--- src/rtl/core/tlge_pkg.sv ---
// shared types, codes and constants of the toroidal life generation engine
package tlge_pkg;

  localparam int MAX_COLS_DEF = 128;
  localparam int MAX_ROWS_DEF = 64;

  // active sizes and coordinates travel in this width (parameters stay below 256)
  localparam int DIM_W   = 8;
  localparam int LIVE_W  = 14;
  localparam int CFG_AW  = 3;
  localparam int CFG_DW  = 32;

  localparam logic [LIVE_W-1:0] LIVE_SAT   = 14'h3fff;
  localparam logic [DIM_W-1:0]  DIM_MIN    = 8'd3;
  localparam logic [7:0]        RST_WIDTH  = 8'd128;
  localparam logic [6:0]        RST_HEIGHT = 7'd64;

  // rule b3/s23
  localparam logic [3:0] BIRTH_N   = 4'd3;
  localparam logic [3:0] SURVIVE_N = 4'd2;

  localparam logic REG_WIDTH  = 1'b0;
  localparam logic REG_HEIGHT = 1'b1;

  localparam logic [1:0] ACT_WRITE = 2'd0;
  localparam logic [1:0] ACT_STEP  = 2'd1;
  localparam logic [1:0] ACT_READ  = 2'd2;
  localparam logic [1:0] ACT_CLEAR = 2'd3;

  typedef struct packed {
    logic [1:0] action;
    logic [6:0] col;
    logic [5:0] row;
    logic       cell_value;
  } in_item_t;

  typedef struct packed {
    logic              cell_alive;
    logic [3:0]        neighbour_count;
    logic [LIVE_W-1:0] live_total;
  } out_item_t;

  typedef struct packed {
    logic [DIM_W-1:0] width;
    logic [DIM_W-1:0] height;
  } geom_t;

endpackage

--- src/rtl/core/tlge_row_rule.sv ---
// neighbour counts and next state of one row from the rows above and below
module tlge_row_rule #(
  parameter int NCOLS = tlge_pkg::MAX_COLS_DEF
) (
  input  logic [NCOLS-1:0]           prev_row,
  input  logic [NCOLS-1:0]           cur_row,
  input  logic [NCOLS-1:0]           next_row,
  input  logic [tlge_pkg::DIM_W-1:0] act_width,
  input  logic [tlge_pkg::DIM_W-1:0] sel_col,
  output logic [NCOLS-1:0]           new_row,
  output logic [3:0]                 sel_count
);
  import tlge_pkg::*;

  localparam int CA_W = $clog2(NCOLS);

  logic [CA_W-1:0]  wrap_idx;
  logic [NCOLS-1:0] pl, pr, cl, cr, nl, nr;
  logic [3:0]       cnt [NCOLS];

  // bit x holds the cell at x-1; column 0 sees the last active column
  function automatic logic [NCOLS-1:0] to_left(input logic [NCOLS-1:0] r,
                                               input logic [CA_W-1:0]  wi);
    return {r[NCOLS-2:0], r[wi]};
  endfunction

  // bit x holds the cell at x+1; the last active column sees column 0
  function automatic logic [NCOLS-1:0] to_right(input logic [NCOLS-1:0] r,
                                                input logic [CA_W-1:0]  wi);
    logic [NCOLS-1:0] v;
    v     = {1'b0, r[NCOLS-1:1]};
    v[wi] = r[0];
    return v;
  endfunction

  assign wrap_idx = CA_W'(act_width - DIM_W'(1));

  assign pl = to_left(prev_row, wrap_idx);
  assign pr = to_right(prev_row, wrap_idx);
  assign cl = to_left(cur_row, wrap_idx);
  assign cr = to_right(cur_row, wrap_idx);
  assign nl = to_left(next_row, wrap_idx);
  assign nr = to_right(next_row, wrap_idx);

  always_comb begin
    for (int x = 0; x < NCOLS; x++) begin
      cnt[x] = 4'(pl[x]) + 4'(prev_row[x]) + 4'(pr[x]) + 4'(cl[x]) + 4'(cr[x])
             + 4'(nl[x]) + 4'(next_row[x]) + 4'(nr[x]);
      if (DIM_W'(x) < act_width)
        new_row[x] = (cnt[x] == BIRTH_N) | (cur_row[x] & (cnt[x] == SURVIVE_N));
      else
        new_row[x] = cur_row[x];
    end
  end

  assign sel_count = cnt[sel_col[CA_W-1:0]];

endmodule

--- config.mk ---
export PLATFORM = sky130hd
export DESIGN_NAME = tlge_row_rule
export DESIGN_NICKNAME = d
export VERILOG_FILES = /design/src/rtl/core/tlge_pkg.sv /design/src/rtl/core/tlge_row_rule.sv
export SDC_FILE = /design/constraint.sdc
export NUM_CORES = 2
export LEC_CHECK = 0
export CORE_MARGIN = 2
export CORE_UTILIZATION = 45
export DETAILED_ROUTE_END_ITERATION = 8
export DONT_BUFFER_PORTS = 1
export SYNTH_ARGS = -nofsm -noshare
export SYNTH_HDL_FRONTEND = slang
export SYNTH_SLANG_ARGS = --single-unit
--- constraint.sdc ---
create_clock -name vclk -period 11.5
set_input_delay 0.575 -clock vclk [all_inputs]
set_output_delay 0.575 -clock vclk [all_outputs]
set_load 0.01 [all_outputs]
==> results.cfg <==
[power_and_ir_drop]
leakage_nw = 16.81
vdd_drop_max_v = 0.00005687
p_per_area_nw_per_um2 = 110.1

[cts]
cts.repair.resized = 0
postCtsHoldBufs = 0
postCtsSetupBuffers = 0

[sta]
finalMaxSlewViolations = 0
tns_ps = 0
worst_slew_pin_slew_ps = 1352
relSlewSlack = 0.09553
finalSetupViolCount = 0
final_hold_viol_count = 0
fmax_mhz = 106.4
rsz0062_at_grt = no
fin_crit_ps = 9402
fin_crit_sh = 0.8176

[final_layout]
fin_area_um2 = 38450
nNetsFinal = 5443
seqCellArea_um2 = 0
area_growth_pct = 2.711
design.seq.count = 0
fillCellCount = 8118
clock_buffers = 0
multi_input_area_um2 = 33730
drive_gt1_frac = 0.1195

[worst_setup_path]
crit_arrival_ps = 8830
startpoint_type = input pin
crit_required_ps = 10930
path_class = input pin to primary output
path_max_fanout = 73
endpoint_kind = primary output

[floorplanning]
die_y_um = 292.4
core_um2 = 82240
start_util = 0.4552
die_area_um2 = 85510
fp.dieW_um = 292.4
rows = 105
io_pins = 532

[grt]
grtUsageTotal = 0.4026
antenna_found_initial = 11
grt_pass1_vias = 34165
grt_overflow = 0
grt_max_degree = 134
grt_pass1_wl_um = 249000

[worst_hold_path]
whs_path_depth = 1
min_to = new_row[127]
hp-start = act_width[7]
hold_class = input pin to primary output

[route]
routed_wl_um = 175000
viasPerCell = 6.697
drt-wirelength-per-cell_um = 33.54
drtIter0Drc = 4450
antenna_left = 0
drt_pass1_iterations = 5
drc = 0
vias = 34954

[logic_synthesis]
syn_area_um2 = 37430
syn_nets = 5588
synth_top_cell_area_share = 0.2738
yosys-top-cells-area = fa_1 27%, ha_1 13%, mux4_2 9.2%
ys_top_cells_by_count = 805 x inv_1, 512 x fa_1, 460 x a21oi_1
ys_warn_count = 0
yosys.area.top_type = fa_1
ys_seq_area_frac = 0
avgSynthCellArea_um2 = 8.728
yosysMostFrequentCell = inv_1
netlist-cell-type-count = 74
synthCells = 4289

[job]
cap_violations = 0

[place]
port_buffers = 0
place.gp.congestion = 1.022
post_dp_cell_area_um2 = 38430
dp_hpwl_um = 136900

[outcome]
outcome = complete, no violations
critical path: stages:
cell	delay, ps
inv_1	90
ha_4	780
nor2b_1	950
nand2_1	840
buf_4	530
o22ai_1	250
a2111oi_0	160
a2111o_1	460
nand4_1	100
nand3_1	150
fa_1	550
fa_1	500
ha_1	240
fa_1	500
inv_1	40
mux4_2	470
mux4_2	490
mux4_2	460
mux2i_1	620
where the power goes:
group,internal (W),leakage [nW],switching (W),total (W)
registers,0,0,0,0
logic,0.00180,16.8,0.00243,0.00423
clock network,0.0000000000134,0.0000444,0,0.0000000000135
total,0.00180,16.8,0.00243,0.00423
worst max-delay path by stage:
stage | slack [ps] | start | cells past startpoint | endpoint
2_1_floorplan | 3870 | act_width[0] | 24 | sel_count[1]
3_3_place_gp | 2550 | act_width[0] | 18 | sel_count[1]
3_5_place_dp | 2530 | act_width[0] | 19 | sel_count[1]
4_1_cts | 2490 | act_width[0] | 19 | sel_count[1]
5_1_grt | 2220 | act_width[0] | 19 | sel_count[1]
6_report | 2100 | act_width[0] | 19 | sel_count[1]
layer usage:
| layer | routed length [um] | GRT usage | vias up |
|---|---|---|---|
| met4 | 10880 | 0.1939 | 6 |
| met3 | 26570 | 0.1463 | 546 |
| met5 | 38 | 0 | - |
| met1 | 64470 | 0.5249 | 17385 |
| met2 | 73060 | 0.5903 | 2617 |
| li1 | - | - | 14400 |
layout make-up:
type                       count  area share
timing repair buffer          43    0.008396
multi-input combinational   3290      0.8773
inverter                     809     0.07898
tap                         1070     0.03482
antenna                        7   0.0004556
cells by family after synthesis:
group	count (synthesis)	share of synthesized area
buffers and inverters	999	0.1025
adders and majority gates	899	0.4032
AOI/OAI and AO/OA	890	0.1448
and+or+nand+nor	808	0.1080
muxes	561	0.2098
xor gates and xnor gates	132	0.03169
metrics by stage:
stage / utilization / hold slack, ps / power [W] / std cells / worst slack, ps
6_report: 0.4675 / 1299 / 0.004234 / 5219 / 2098
5_1_grt: 0.4673 / 1294 / 0.004583 / 5213 / 2218
4_1_cts: 0.4673 / 1297 / 0.004111 / 5212 / 2493
3_5_place_dp: 0.4673 / 1296 / 0.004075 / 5212 / 2526
3_3_place_gp: 0.4673 / 1298 / 0.004021 / 5212 / 2551
2_1_floorplan: - / 1261 / 0.002935 / 4289 / 3871
layout by cell type, fill, tap and decap left out, drive strengths merged, types with 7 or more instances in the layout:
cell type	synthesis	layout
inv	808	809
fa	512	512
a21oi	460	460
ha	387	387
mux2	259	259
nand2	245	245
nor2	189	189
mux4	153	153
mux2i	149	149
xnor2	114	114
nand2b	113	113
a21o	98	98
nand3b	94	94
o21ai	83	83
nor3	50	50
o22ai	49	49
buf	72	43
o221ai	35	35
nand3	30	30
nor2b	24	24
or3	21	21
a31oi	18	18
o32ai	18	18
xor2	18	18
o311ai	14	14
a211oi	13	13
o21bai	11	11
o31ai	10	10
o211ai	9	9
or2	8	8
o2111ai	8	8
nor3b	8	8
diode	0	7
a32oi	7	7
a211o	7	7
(Power assumes the default switching activity.)
