File: config.mk
export PLATFORM = sky130hd
export DESIGN_NAME = tlge_cfg_regs
export DESIGN_NICKNAME = d
export VERILOG_FILES = /design/src/rtl/core/tlge_pkg.sv /design/src/rtl/core/tlge_cfg_regs.sv
export SDC_FILE = /design/constraint.sdc
export NUM_CORES = 1
export LEC_CHECK = 0
export BUFFER_PORTS_ARGS = -buffer_cell sky130_fd_sc_hd__buf_2
export CORE_MARGIN = 5
export CORE_UTILIZATION = 37
export CTS_CLUSTER_SIZE = 10
export DETAILED_ROUTE_END_ITERATION = 10
export GPL_ROUTABILITY_DRIVEN = 0
export PLACE_DENSITY = 0.75
export SLEW_MARGIN = 20
export SYNTH_ARGS = -nofsm -noshare
export SYNTH_HDL_FRONTEND = slang
export SYNTH_SLANG_ARGS = --single-unit
File: constraint.sdc
create_clock -name clk -period 1.4 [get_ports clk]
set_input_delay 0.21 -clock clk [delete_from_list [all_inputs] [get_ports clk]]
set_output_delay 0.21 -clock clk [all_outputs]
set_load 0.02 [all_outputs]
File: src/rtl/core/tlge_pkg.sv
// shared types, codes and constants of the toroidal life generation engine
package tlge_pkg;

  localparam int MAX_COLS_DEF = 128;
  localparam int MAX_ROWS_DEF = 64;

  // active sizes and coordinates travel in this width (parameters stay below 256)
  localparam int DIM_W   = 8;
  localparam int LIVE_W  = 14;
  localparam int CFG_AW  = 3;
  localparam int CFG_DW  = 32;

  localparam logic [LIVE_W-1:0] LIVE_SAT   = 14'h3fff;
  localparam logic [DIM_W-1:0]  DIM_MIN    = 8'd3;
  localparam logic [7:0]        RST_WIDTH  = 8'd128;
  localparam logic [6:0]        RST_HEIGHT = 7'd64;

  // rule b3/s23
  localparam logic [3:0] BIRTH_N   = 4'd3;
  localparam logic [3:0] SURVIVE_N = 4'd2;

  localparam logic REG_WIDTH  = 1'b0;
  localparam logic REG_HEIGHT = 1'b1;

  localparam logic [1:0] ACT_WRITE = 2'd0;
  localparam logic [1:0] ACT_STEP  = 2'd1;
  localparam logic [1:0] ACT_READ  = 2'd2;
  localparam logic [1:0] ACT_CLEAR = 2'd3;

  typedef struct packed {
    logic [1:0] action;
    logic [6:0] col;
    logic [5:0] row;
    logic       cell_value;
  } in_item_t;

  typedef struct packed {
    logic              cell_alive;
    logic [3:0]        neighbour_count;
    logic [LIVE_W-1:0] live_total;
  } out_item_t;

  typedef struct packed {
    logic [DIM_W-1:0] width;
    logic [DIM_W-1:0] height;
  } geom_t;

endpackage

File: src/rtl/core/tlge_cfg_regs.sv
// register port holding grid width and height, with the clamped active size
module tlge_cfg_regs #(
  parameter int MAX_COLS = tlge_pkg::MAX_COLS_DEF,
  parameter int MAX_ROWS = tlge_pkg::MAX_ROWS_DEF
) (
  input  logic                         clk,
  input  logic                         rst_n,
  input  logic                         cfg_psel,
  input  logic                         cfg_penable,
  input  logic                         cfg_pwrite,
  input  logic [tlge_pkg::CFG_AW-1:0]  cfg_paddr,
  input  logic [tlge_pkg::CFG_DW-1:0]  cfg_pwdata,
  output logic [tlge_pkg::CFG_DW-1:0]  cfg_prdata,
  output logic                         cfg_pready,
  output tlge_pkg::geom_t              geom
);
  import tlge_pkg::*;

  localparam logic [DIM_W-1:0] W_MAX = DIM_W'(MAX_COLS);
  localparam logic [DIM_W-1:0] H_MAX = DIM_W'(MAX_ROWS);

  logic [7:0]       grid_width_r;
  logic [6:0]       grid_height_r;
  logic             reg_sel;
  logic             wr_hit;
  logic [DIM_W-1:0] height_ext;

  assign cfg_pready = 1'b1;
  assign reg_sel    = cfg_paddr[CFG_AW-1];
  assign wr_hit     = cfg_psel & cfg_penable & cfg_pwrite & cfg_pready;

  always_ff @(posedge clk) begin
    if (!rst_n) begin
      grid_width_r  <= RST_WIDTH;
      grid_height_r <= RST_HEIGHT;
    end else if (wr_hit) begin
      case (reg_sel)
        REG_WIDTH:  grid_width_r  <= cfg_pwdata[7:0];
        REG_HEIGHT: grid_height_r <= cfg_pwdata[6:0];
        default: ;
      endcase
    end
  end

  always_comb begin
    case (reg_sel)
      REG_WIDTH:  cfg_prdata = CFG_DW'(grid_width_r);
      REG_HEIGHT: cfg_prdata = CFG_DW'(grid_height_r);
      default:    cfg_prdata = '0;
    endcase
  end

  assign height_ext = DIM_W'(grid_height_r);

  always_comb begin
    if (grid_width_r < DIM_MIN)    geom.width = DIM_MIN;
    else if (grid_width_r > W_MAX) geom.width = W_MAX;
    else                           geom.width = grid_width_r;
    if (height_ext < DIM_MIN)      geom.height = DIM_MIN;
    else if (height_ext > H_MAX)   geom.height = H_MAX;
    else                           geom.height = height_ext;
  end

endmodule

==> out/qor.txt <==
status - finished, violations left
failing checks - negative setup slack
min Tclk post-route - 1760 ps
cell family with most CP delay - simple AND/OR/NAND/NOR gates
Worst VDD drop - 0.469 mV
peak fanout along the critical path - 2
drt drc - 0
top-count cell post-synth - buf_4
maximum cell stage delay along the critical path - 550 ps
crit path buf inv count - 1
Clock Pin Slew Worst Setup and Hold Paths - 80 ps
Setup CP Type - flip-flop to primary output
endpoints failing setup - 4
fraction of final layout cells sized beyond drive strength 1 - 0.394
Buffers on Ports - 36
Final WS setup - -358 ps
post-synth top area share - 0.295
clock buffer depth - 2
Final HPWL DP - 1.78 mm
Hold Path Cell Cnt - 3
CP startpoint - grid_width_r[4]
Max Clk Rate - 569 MHz
R2R depth - 3
Overflow after GRT - 0
die footprint - 3900 µm²
syn_area_per_cell - 8.35 µm²
worst hold path type - primary input to flip-flop
# IOs - 89
R2R Setup Slk - 540 ps
Total Routing Usage GR - 0.114
top_reg_cell synth - dfxtp_1
H-tree depth - 1
setup bufs post-CTS - 0
Post-synth EDFFs - 0
# rows - 19
Cells after Synth - 122
CP Data Required Time - 1190 ps
pre-CTS WS - -78.7 ps
Worst Skew - 0 ps
library cells used by synthesis - 20
Core ar. - 2690 µm²
first-pass GRT wire length - 3.72 mm
hold endpoint - grid_width_r[6]
Final Hold Fails - 0
Netlist Area Pre-Place - 1020 µm²
placed cell area - 1170 µm²
Starting Density - 0.379
Final period util - 1.26
drt wl/cell - 11.9 µm
design area - 1250 µm²
drt initial violations - 5
Worst path slowest cell - or4_4
Seq/Total Area, Yosys - 0.295
Ys Warns - 0
worst reg2reg endpoint - grid_width_r[7]
CP endpoint kind - primary output
top cells by area, synth - dfxtp_1 29%, buf_4 19%, mux2i_1 15%
clk_lat worst skew - 280 ps
fin. max-slew vios - 0
arrival time worst endpoint - 1550 ps
Ant. Diodes - 0
Max-Cap Viols - 0
WL final - 2.27 mm
vias per cell - 4.41
leading area contributor after synthesis - dfxtp_1
CTS tree - done
critical path startpoint category - flip-flop
synth cell count leaders - 26 x buf_4, 22 x nand2_1, 15 x dfxtp_1, 15 x mux2i_1, 12 x nor2b_1
RR Startpoint - grid_width_r[7]
clock root buffer master - clkbuf_4
initial antenna violation count - 0
# nets final - 201
clk sink count - 15
Die Y - 62.5 µm
vias in the first global route - 810
Detail Route Antenna Nets - 0
Synth async-reset ratio - 0
Vias - 843
P per Cell Area - 708 nW/µm²
RSZ-0062 raised after global routing - true
# hold bufs at CTS - 0
Leakage - 0.000616 µW
Num CTS Buffers - 3
Die X-Extent - 62.5 µm
flops & latches, synth - 15
hold wc startpoint - cfg_pwdata[6]
largest net degree at the start of global routing - 25
cell breakdown of the critical path - or4_4 -> o32ai_2 -> buf_4
Filler Cells Inserted - 286
Pre-Repair DR Iteration Count - 2
Area growth syn-to-layout - 22.6%
-- placed cells by master (no fill, tap or decap), drive strengths merged --
cell,netlist,final
nand4,1,1
nor2b,12,12
inv,4,4
mux2,5,5
nand2,22,22
and4b,1,1
conb,2,26
o21ai,2,2
or4,2,2
dfxtp,15,15
mux2i,15,15
clkbuf,5,4
and2b,2,2
buf,29,44
and4,1,1
a21oi,2,2
o32ai,2,2
-- area by class of cell --
cell class / instances / area (µm²) / area share
clock buffer: 4 / 26.3 / 0.0210
inverter: 4 / 15.0 / 0.0120
multi-input combinational: 93 / 592 / 0.474
sequential: 15 / 307 / 0.245
tap: 31 / 38.8 / 0.0311
timing repair buffer: 44 / 270 / 0.216
-- worst max path at each step --
| stage | endpoint | slack (ps) | depth (start not counted) |
|---|---|---|---|
| after floorplan | geom[8] | -50 | 3 |
| after global placement | geom[9] | -70 | 3 |
| after detailed placement | geom[9] | -80 | 3 |
| after CTS | geom[9] | -380 | 3 |
| after global routing | geom[9] | -430 | 3 |
| final | geom[9] | -360 | 3 |
-- worst register-to-register path: stages (launching register included) --
cell and delay [ps]:
dfxtp_1 360, buf_6 150, and2b_1 180, mux2i_1 110
-- logic make-up (layout without fill, tap and decap cells) --
family,count (synthesis),count (layout),share of synthesized area
and+or+nand+nor,41,41,0.213
buffers and inverters,38,52,0.246
muxes,20,20,0.203
DFF,15,15,0.295
AOI/OAI and AO/OA,6,6,0.0369
other,2,26,0.00737
-- metal layers --
layer / vias up / GRT usage / part of all wire
li1: 422 / - / -
met1: 384 / 0.144 / 0.45
met2: 35 / 0.185 / 0.46
met3: 2 / 0.0324 / 0.082
met4: 0 / 0.0398 / 0.0075
met5: - / 0 / 0
-- per-stage QoR --
step | power, µW | hold WS (ps) | utilization | cells | setup TNS (ps)
global route | 927 | 192 | 0.465 | 191 | -1460
CTS | 887 | 181 | 0.454 | 191 | -1260
finish | 884 | 185 | 0.465 | 191 | -1250
detailed placement | 633 | 454 | 0.435 | 187 | -160
floorplan | 641 | 352 | - | 146 | -152
global placement | 632 | 445 | 0.435 | 187 | -167
-- sequential cells by signal (all words and copies together) (netlist names) --
register	count
grid_height_r	7
grid_width_r	8
-- report_power, final --
group	leakage [µW]	internal, µW	switching, µW
clock network	0.0000150	111	137
logic	0.000478	59.3	132
registers	0.000123	436	8.73
-- repair_timing --
action,in CTS,in global routing
gates resized for setup,10,9
setup endpoints to repair,4,7
pin swaps,3,0
(Power assumes the default switching activity.)
