### config.mk
export PLATFORM = sky130hd
export DESIGN_NAME = tlge_live_count
export DESIGN_NICKNAME = d
export VERILOG_FILES = /design/src/rtl/core/tlge_pkg.sv /design/src/rtl/core/tlge_live_count.sv
export SDC_FILE = /design/constraint.sdc
export NUM_CORES = 1
export LEC_CHECK = 0
export BUFFER_PORTS_ARGS = -buffer_cell sky130_fd_sc_hd__buf_4
export CAP_MARGIN = 0
export CORE_MARGIN = 2
export CORE_UTILIZATION = 55
export DETAILED_ROUTE_END_ITERATION = 7
export HOLD_SLACK_MARGIN = 0.1
export PLACE_DENSITY = 0.77
export SYNTH_ARGS = -nofsm -noshare
export SYNTH_HDL_FRONTEND = slang
export SYNTH_SLANG_ARGS = --single-unit
### constraint.sdc
create_clock -name clk -period 12.8 [get_ports clk]
set_clock_uncertainty 0.15 [all_clocks]
set_input_delay 2.56 -clock clk [delete_from_list [all_inputs] [get_ports clk]]
set_output_delay 2.56 -clock clk [all_outputs]
set_load 0.005 [all_outputs]
### src/rtl/core/tlge_pkg.sv
// shared types, codes and constants of the toroidal life generation engine
package tlge_pkg;

  localparam int MAX_COLS_DEF = 128;
  localparam int MAX_ROWS_DEF = 64;

  // active sizes and coordinates travel in this width (parameters stay below 256)
  localparam int DIM_W   = 8;
  localparam int LIVE_W  = 14;
  localparam int CFG_AW  = 3;
  localparam int CFG_DW  = 32;

  localparam logic [LIVE_W-1:0] LIVE_SAT   = 14'h3fff;
  localparam logic [DIM_W-1:0]  DIM_MIN    = 8'd3;
  localparam logic [7:0]        RST_WIDTH  = 8'd128;
  localparam logic [6:0]        RST_HEIGHT = 7'd64;

  // rule b3/s23
  localparam logic [3:0] BIRTH_N   = 4'd3;
  localparam logic [3:0] SURVIVE_N = 4'd2;

  localparam logic REG_WIDTH  = 1'b0;
  localparam logic REG_HEIGHT = 1'b1;

  localparam logic [1:0] ACT_WRITE = 2'd0;
  localparam logic [1:0] ACT_STEP  = 2'd1;
  localparam logic [1:0] ACT_READ  = 2'd2;
  localparam logic [1:0] ACT_CLEAR = 2'd3;

  typedef struct packed {
    logic [1:0] action;
    logic [6:0] col;
    logic [5:0] row;
    logic       cell_value;
  } in_item_t;

  typedef struct packed {
    logic              cell_alive;
    logic [3:0]        neighbour_count;
    logic [LIVE_W-1:0] live_total;
  } out_item_t;

  typedef struct packed {
    logic [DIM_W-1:0] width;
    logic [DIM_W-1:0] height;
  } geom_t;

endpackage

### src/rtl/core/tlge_live_count.sv
// pipelined population count of rows inside the active width, accumulated per request
module tlge_live_count #(
  parameter int NCOLS = tlge_pkg::MAX_COLS_DEF,
  parameter int CNT_W = tlge_pkg::LIVE_W
) (
  input  logic                       clk,
  input  logic                       rst_n,
  input  logic                       clr,
  input  logic                       in_vld,
  input  logic [NCOLS-1:0]           in_row,
  input  logic [tlge_pkg::DIM_W-1:0] act_width,
  output logic                       busy,
  output logic [CNT_W-1:0]           total
);
  import tlge_pkg::*;

  localparam int NCHUNK = (NCOLS + 7) / 8;
  localparam int NGRP   = (NCHUNK + 7) / 8;
  localparam int NCH    = NGRP * 8;
  localparam int PADW   = NCH * 8;

  logic [PADW-1:0]  pad;
  logic [3:0]       chunk_nxt [NCH];
  logic [3:0]       chunk_r   [NCH];
  logic [6:0]       grp_nxt   [NGRP];
  logic [6:0]       grp_r     [NGRP];
  logic             s1_vld_r, s2_vld_r;
  logic [CNT_W-1:0] acc_r, acc_nxt;

  always_comb begin
    pad = '0;
    for (int i = 0; i < NCOLS; i++) pad[i] = in_row[i] & (DIM_W'(i) < act_width);
    for (int c = 0; c < NCH; c++) begin
      chunk_nxt[c] = '0;
      for (int j = 0; j < 8; j++) chunk_nxt[c] = chunk_nxt[c] + 4'(pad[c*8+j]);
    end
  end

  always_comb begin
    for (int g = 0; g < NGRP; g++) begin
      grp_nxt[g] = '0;
      for (int j = 0; j < 8; j++) grp_nxt[g] = grp_nxt[g] + 7'(chunk_r[g*8+j]);
    end
  end

  always_comb begin
    acc_nxt = acc_r;
    for (int g = 0; g < NGRP; g++) acc_nxt = acc_nxt + CNT_W'(grp_r[g]);
  end

  always_ff @(posedge clk) begin
    if (in_vld) chunk_r <= chunk_nxt;
    if (s1_vld_r) grp_r <= grp_nxt;
  end

  always_ff @(posedge clk) begin
    if (!rst_n) begin
      s1_vld_r <= 1'b0;
      s2_vld_r <= 1'b0;
      acc_r    <= '0;
    end else begin
      s1_vld_r <= in_vld;
      s2_vld_r <= s1_vld_r;
      if (clr) acc_r <= '0;
      else if (s2_vld_r) acc_r <= acc_nxt;
    end
  end

  assign busy  = s1_vld_r | s2_vld_r;
  assign total = acc_r;

endmodule
==> qor.txt <==
Status = completed
Synth-to-Final Area Change = 17.3%
Slew @ Worst Pin = 913 ps
Number of vias per cell = 5.38
Placed Cells = 1251
CP arrival = 6540 ps
Pin count of the biggest net entering global routing = 66
Gate Count Post-Synth = 900
Routed Wire Length = 22.5 mm
Final setup vio count = 0
H-tree depth = 3
Int Pwr = 1.40 mW
Ant diodes = 0
Pre-antenna DRT Iters = 5
Max-cap viol count = 0
Rel. slew slack = 39.1%
Final std cells w/o fill = 1267
P_sw = 1.03 mW
Post-synth top flop = edfxtp_1
Die Area = 17600 sq um
First-pass GRT wire length = 36.0 mm
Seq/Total Area, Yosys = 29.2%
Hold EP = total[12]
WS Path Type = in2reg
RR Endpoint = grp_r[6]
Clock Pin Slew Worst Setup and Hold Paths = 70 ps
RSZ-0062 raised after global routing = no
Synth Area in Adders = 35.3%
Clock Power Share = 10.8%
HPWL after DPL = 18.4 mm
CP Max Fanout = 25
Hold slack = 345 ps
CTS Root Buffer Type = clkbuf_16
Initial DRC count = 581
Clock Tree Buf Depth = 2
Synth area leaders = fa_1 (26%), edfxtp_1 (26%), ha_1 (9.5%), inv_1 (8.3%), dfxtp_1 (3.5%)
GRT Total Usage = 26.8%
Final hold violation count = 0
Total gr overflow = 0
Yosys warns = 0
Share of flip-flops with an asynchronous set or reset = 0%
Die Y = 133 microns
Proportion of layout cells with a drive suffix above 1 = 17.7%
Minimum clock period = 6590 ps
Static leakage = 5.10 nW
TritonCTS clock tree = done
Final worst-path cycle share = 51.5%
Number of antenna violations at the first check in global routing = 0
Post-synth top area cell = fa_1
Port Buf Inserts = 154
Yosys top cell area share = 25.9%
# DRC = 0
Final net count = 1369
Cts hold-fix bufs = 0
Routed Antenna Nets = 0
HP Start = total[12]
Crit. End Element = flop
Worst hold path type = reg2reg
Cts repair resizes = 0
Setup ws final = 6210 ps
Die width = 133 microns
Unique masters post-synth = 52
Post-synthesis area per instance = 10.1 sq um
F_max = 152 MHz
Post-synthesis mux area share = 0.658%
TNS Setup = 0 ps
Syn_nets = 1227
EDFF count, synth = 78
Complex-gate fraction of the synthesized area = 11.3%
GPL Wtd Cong = 0.963
Largest family of logic cells by synthesized area = adder cells
Total CTS buffers = 9
Switch share = 42.2%
Worst setup SP type = input port
Seq pwr share = 24.1%
Mean routed wirelength per cell = 17.8 microns
CP required = 12750 ps
Via Count = 6821
Pwr dens = 227 nW/um^2
Xor and xnor area share after synthesis = 2.50%
Clock insertion delay at the later pin of the skew report = 350 ps
Combinational power share = 65.1%
Simple-Gate Fraction of Synth Area = 11.0%
Core area = 16400 sq um
Synth Register Bits = 94
Pre-CTS setup slack = 5880 ps
Worst Reg-to-Reg Cells = 12
IO Pins = 155
Initial core utilization = 55.6%
Worst Hold Depth = 2
CTS sink cnt = 94
Postcts setup bufs = 0
Max-slew violations = 0
Reg2reg start = chunk_r[18]
Worst IR drop on VDD = 0.210 mV
Number of global-route vias before repair = 7102
Rows = 47
Flop2flop setup slack = 8720 ps
Synth Cell Area = 9130 sq um
==> final cells by class <==
cell class	count	area [sq um]
Multi-Input combinational cell	576	5550
Sequential cell	94	2660
Fill cell	1341	5700
Clock buffer	12	258
Clock inverter	4	26.3
Inverter	206	773
Tap cell	220	275
Timing Repair Buffer	155	1160
==> routing by layer <==
layer / part of all wire (%) / vias to the layer above / GRT usage [%]
met4: 3.7 / 0 / 10.8
met1: 40 / 3243 / 36.2
met3: 8.3 / 62 / 4.87
li1: - / 3190 / -
met5: 0 / - / 0
met2: 48 / 326 / 43.4
==> sequential cells by signal, summed over array words and instances, names as in the netlist <==
name and count:
grp_r 14, s2_vld_r 1, chunk_r 64, total 14
s1_vld_r 1
==> per-stage QoR <==
step	total power, mW	util (%)	area (sq um)
after floorplan	1.77	-	9130
after global placement	2.11	63.5	10400
after detailed placement	2.19	63.5	10400
after CTS	2.46	65.2	10700
after global routing	2.73	65.2	10700
final	2.43	65.2	10700
==> placed cells by master, fill, tap and decap left out, types with 3 or more instances in the layout <==
master       n
a211oi_1     7
a21boi_0    16
a21o_1       9
a21oi_1     52
and2_1      23
and3_1      15
buf_4      155
clkbuf_16   10
dfxtp_1     16
edfxtp_1    78
fa_1       118
ha_1        69
inv_1      203
mux2i_1      6
nand2_1     63
nand2b_1     7
nand3_1      9
nor2_1      27
nor2b_1     26
nor3_1       5
o211ai_1    32
o21ai_0     33
or2_2        3
xnor2_1     16
xor2_1      10
==> synth_stat cells (all sizes together), types with 5 or more instances <==
master  count
nor2       30
or2         5
nand2b      7
nor3        7
a21oi      54
inv       205
and2       23
and3       15
o211ai     32
clkbuf      7
ha         69
o21ai      35
buf        17
nor2b      26
nand2      64
edfxtp     78
a211oi      7
xor2       10
mux2i       6
fa        118
a21boi     16
a21o        9
dfxtp      16
nand3       9
xnor2      16
==> power groups by stage <==
stage                     clock network, mW  logic, mW  registers, mW
final                                 0.263       1.58          0.585
after detailed placement                  0       1.60          0.592
after global routing                  0.277       1.86          0.596
after CTS                             0.265       1.61          0.587
after floorplan                           0       1.19          0.579
after global placement                    0       1.52          0.590
==> cells by family (layout without fill, tap and decap cells) <==
kind of cell	after synthesis	after routing
adders and majority gates	187	187
xor gates and xnor gates	26	26
DFF	94	94
AOI/OAI and AO/OA	164	164
and+or+nand+nor	193	193
muxes	6	6
buffers and inverters	230	377
==> critical path: stages <==
cell and delay (ps):
buf_4 180, or3_1 760, nor2_4 370, a21boi_0 170, fa_1 580, inv_1 60
fa_1 530, inv_1 50, fa_1 540, ha_1 170, inv_1 50, fa_1 370
xnor2_1 130
==> how the worst max path moves through the flow <==
stage	slack, ps	start	end
4_1_cts	6240	act_width[5]	chunk_r[61]
3_3_place_gp	5990	act_width[5]	chunk_r[62]
6_report	6210	act_width[5]	chunk_r[62]
3_5_place_dp	5880	act_width[5]	chunk_r[62]
5_1_grt	6050	act_width[5]	chunk_r[62]
2_1_floorplan	6580	act_width[4]	chunk_r[21]
Note: power is estimated with default switching activity, not from simulation.
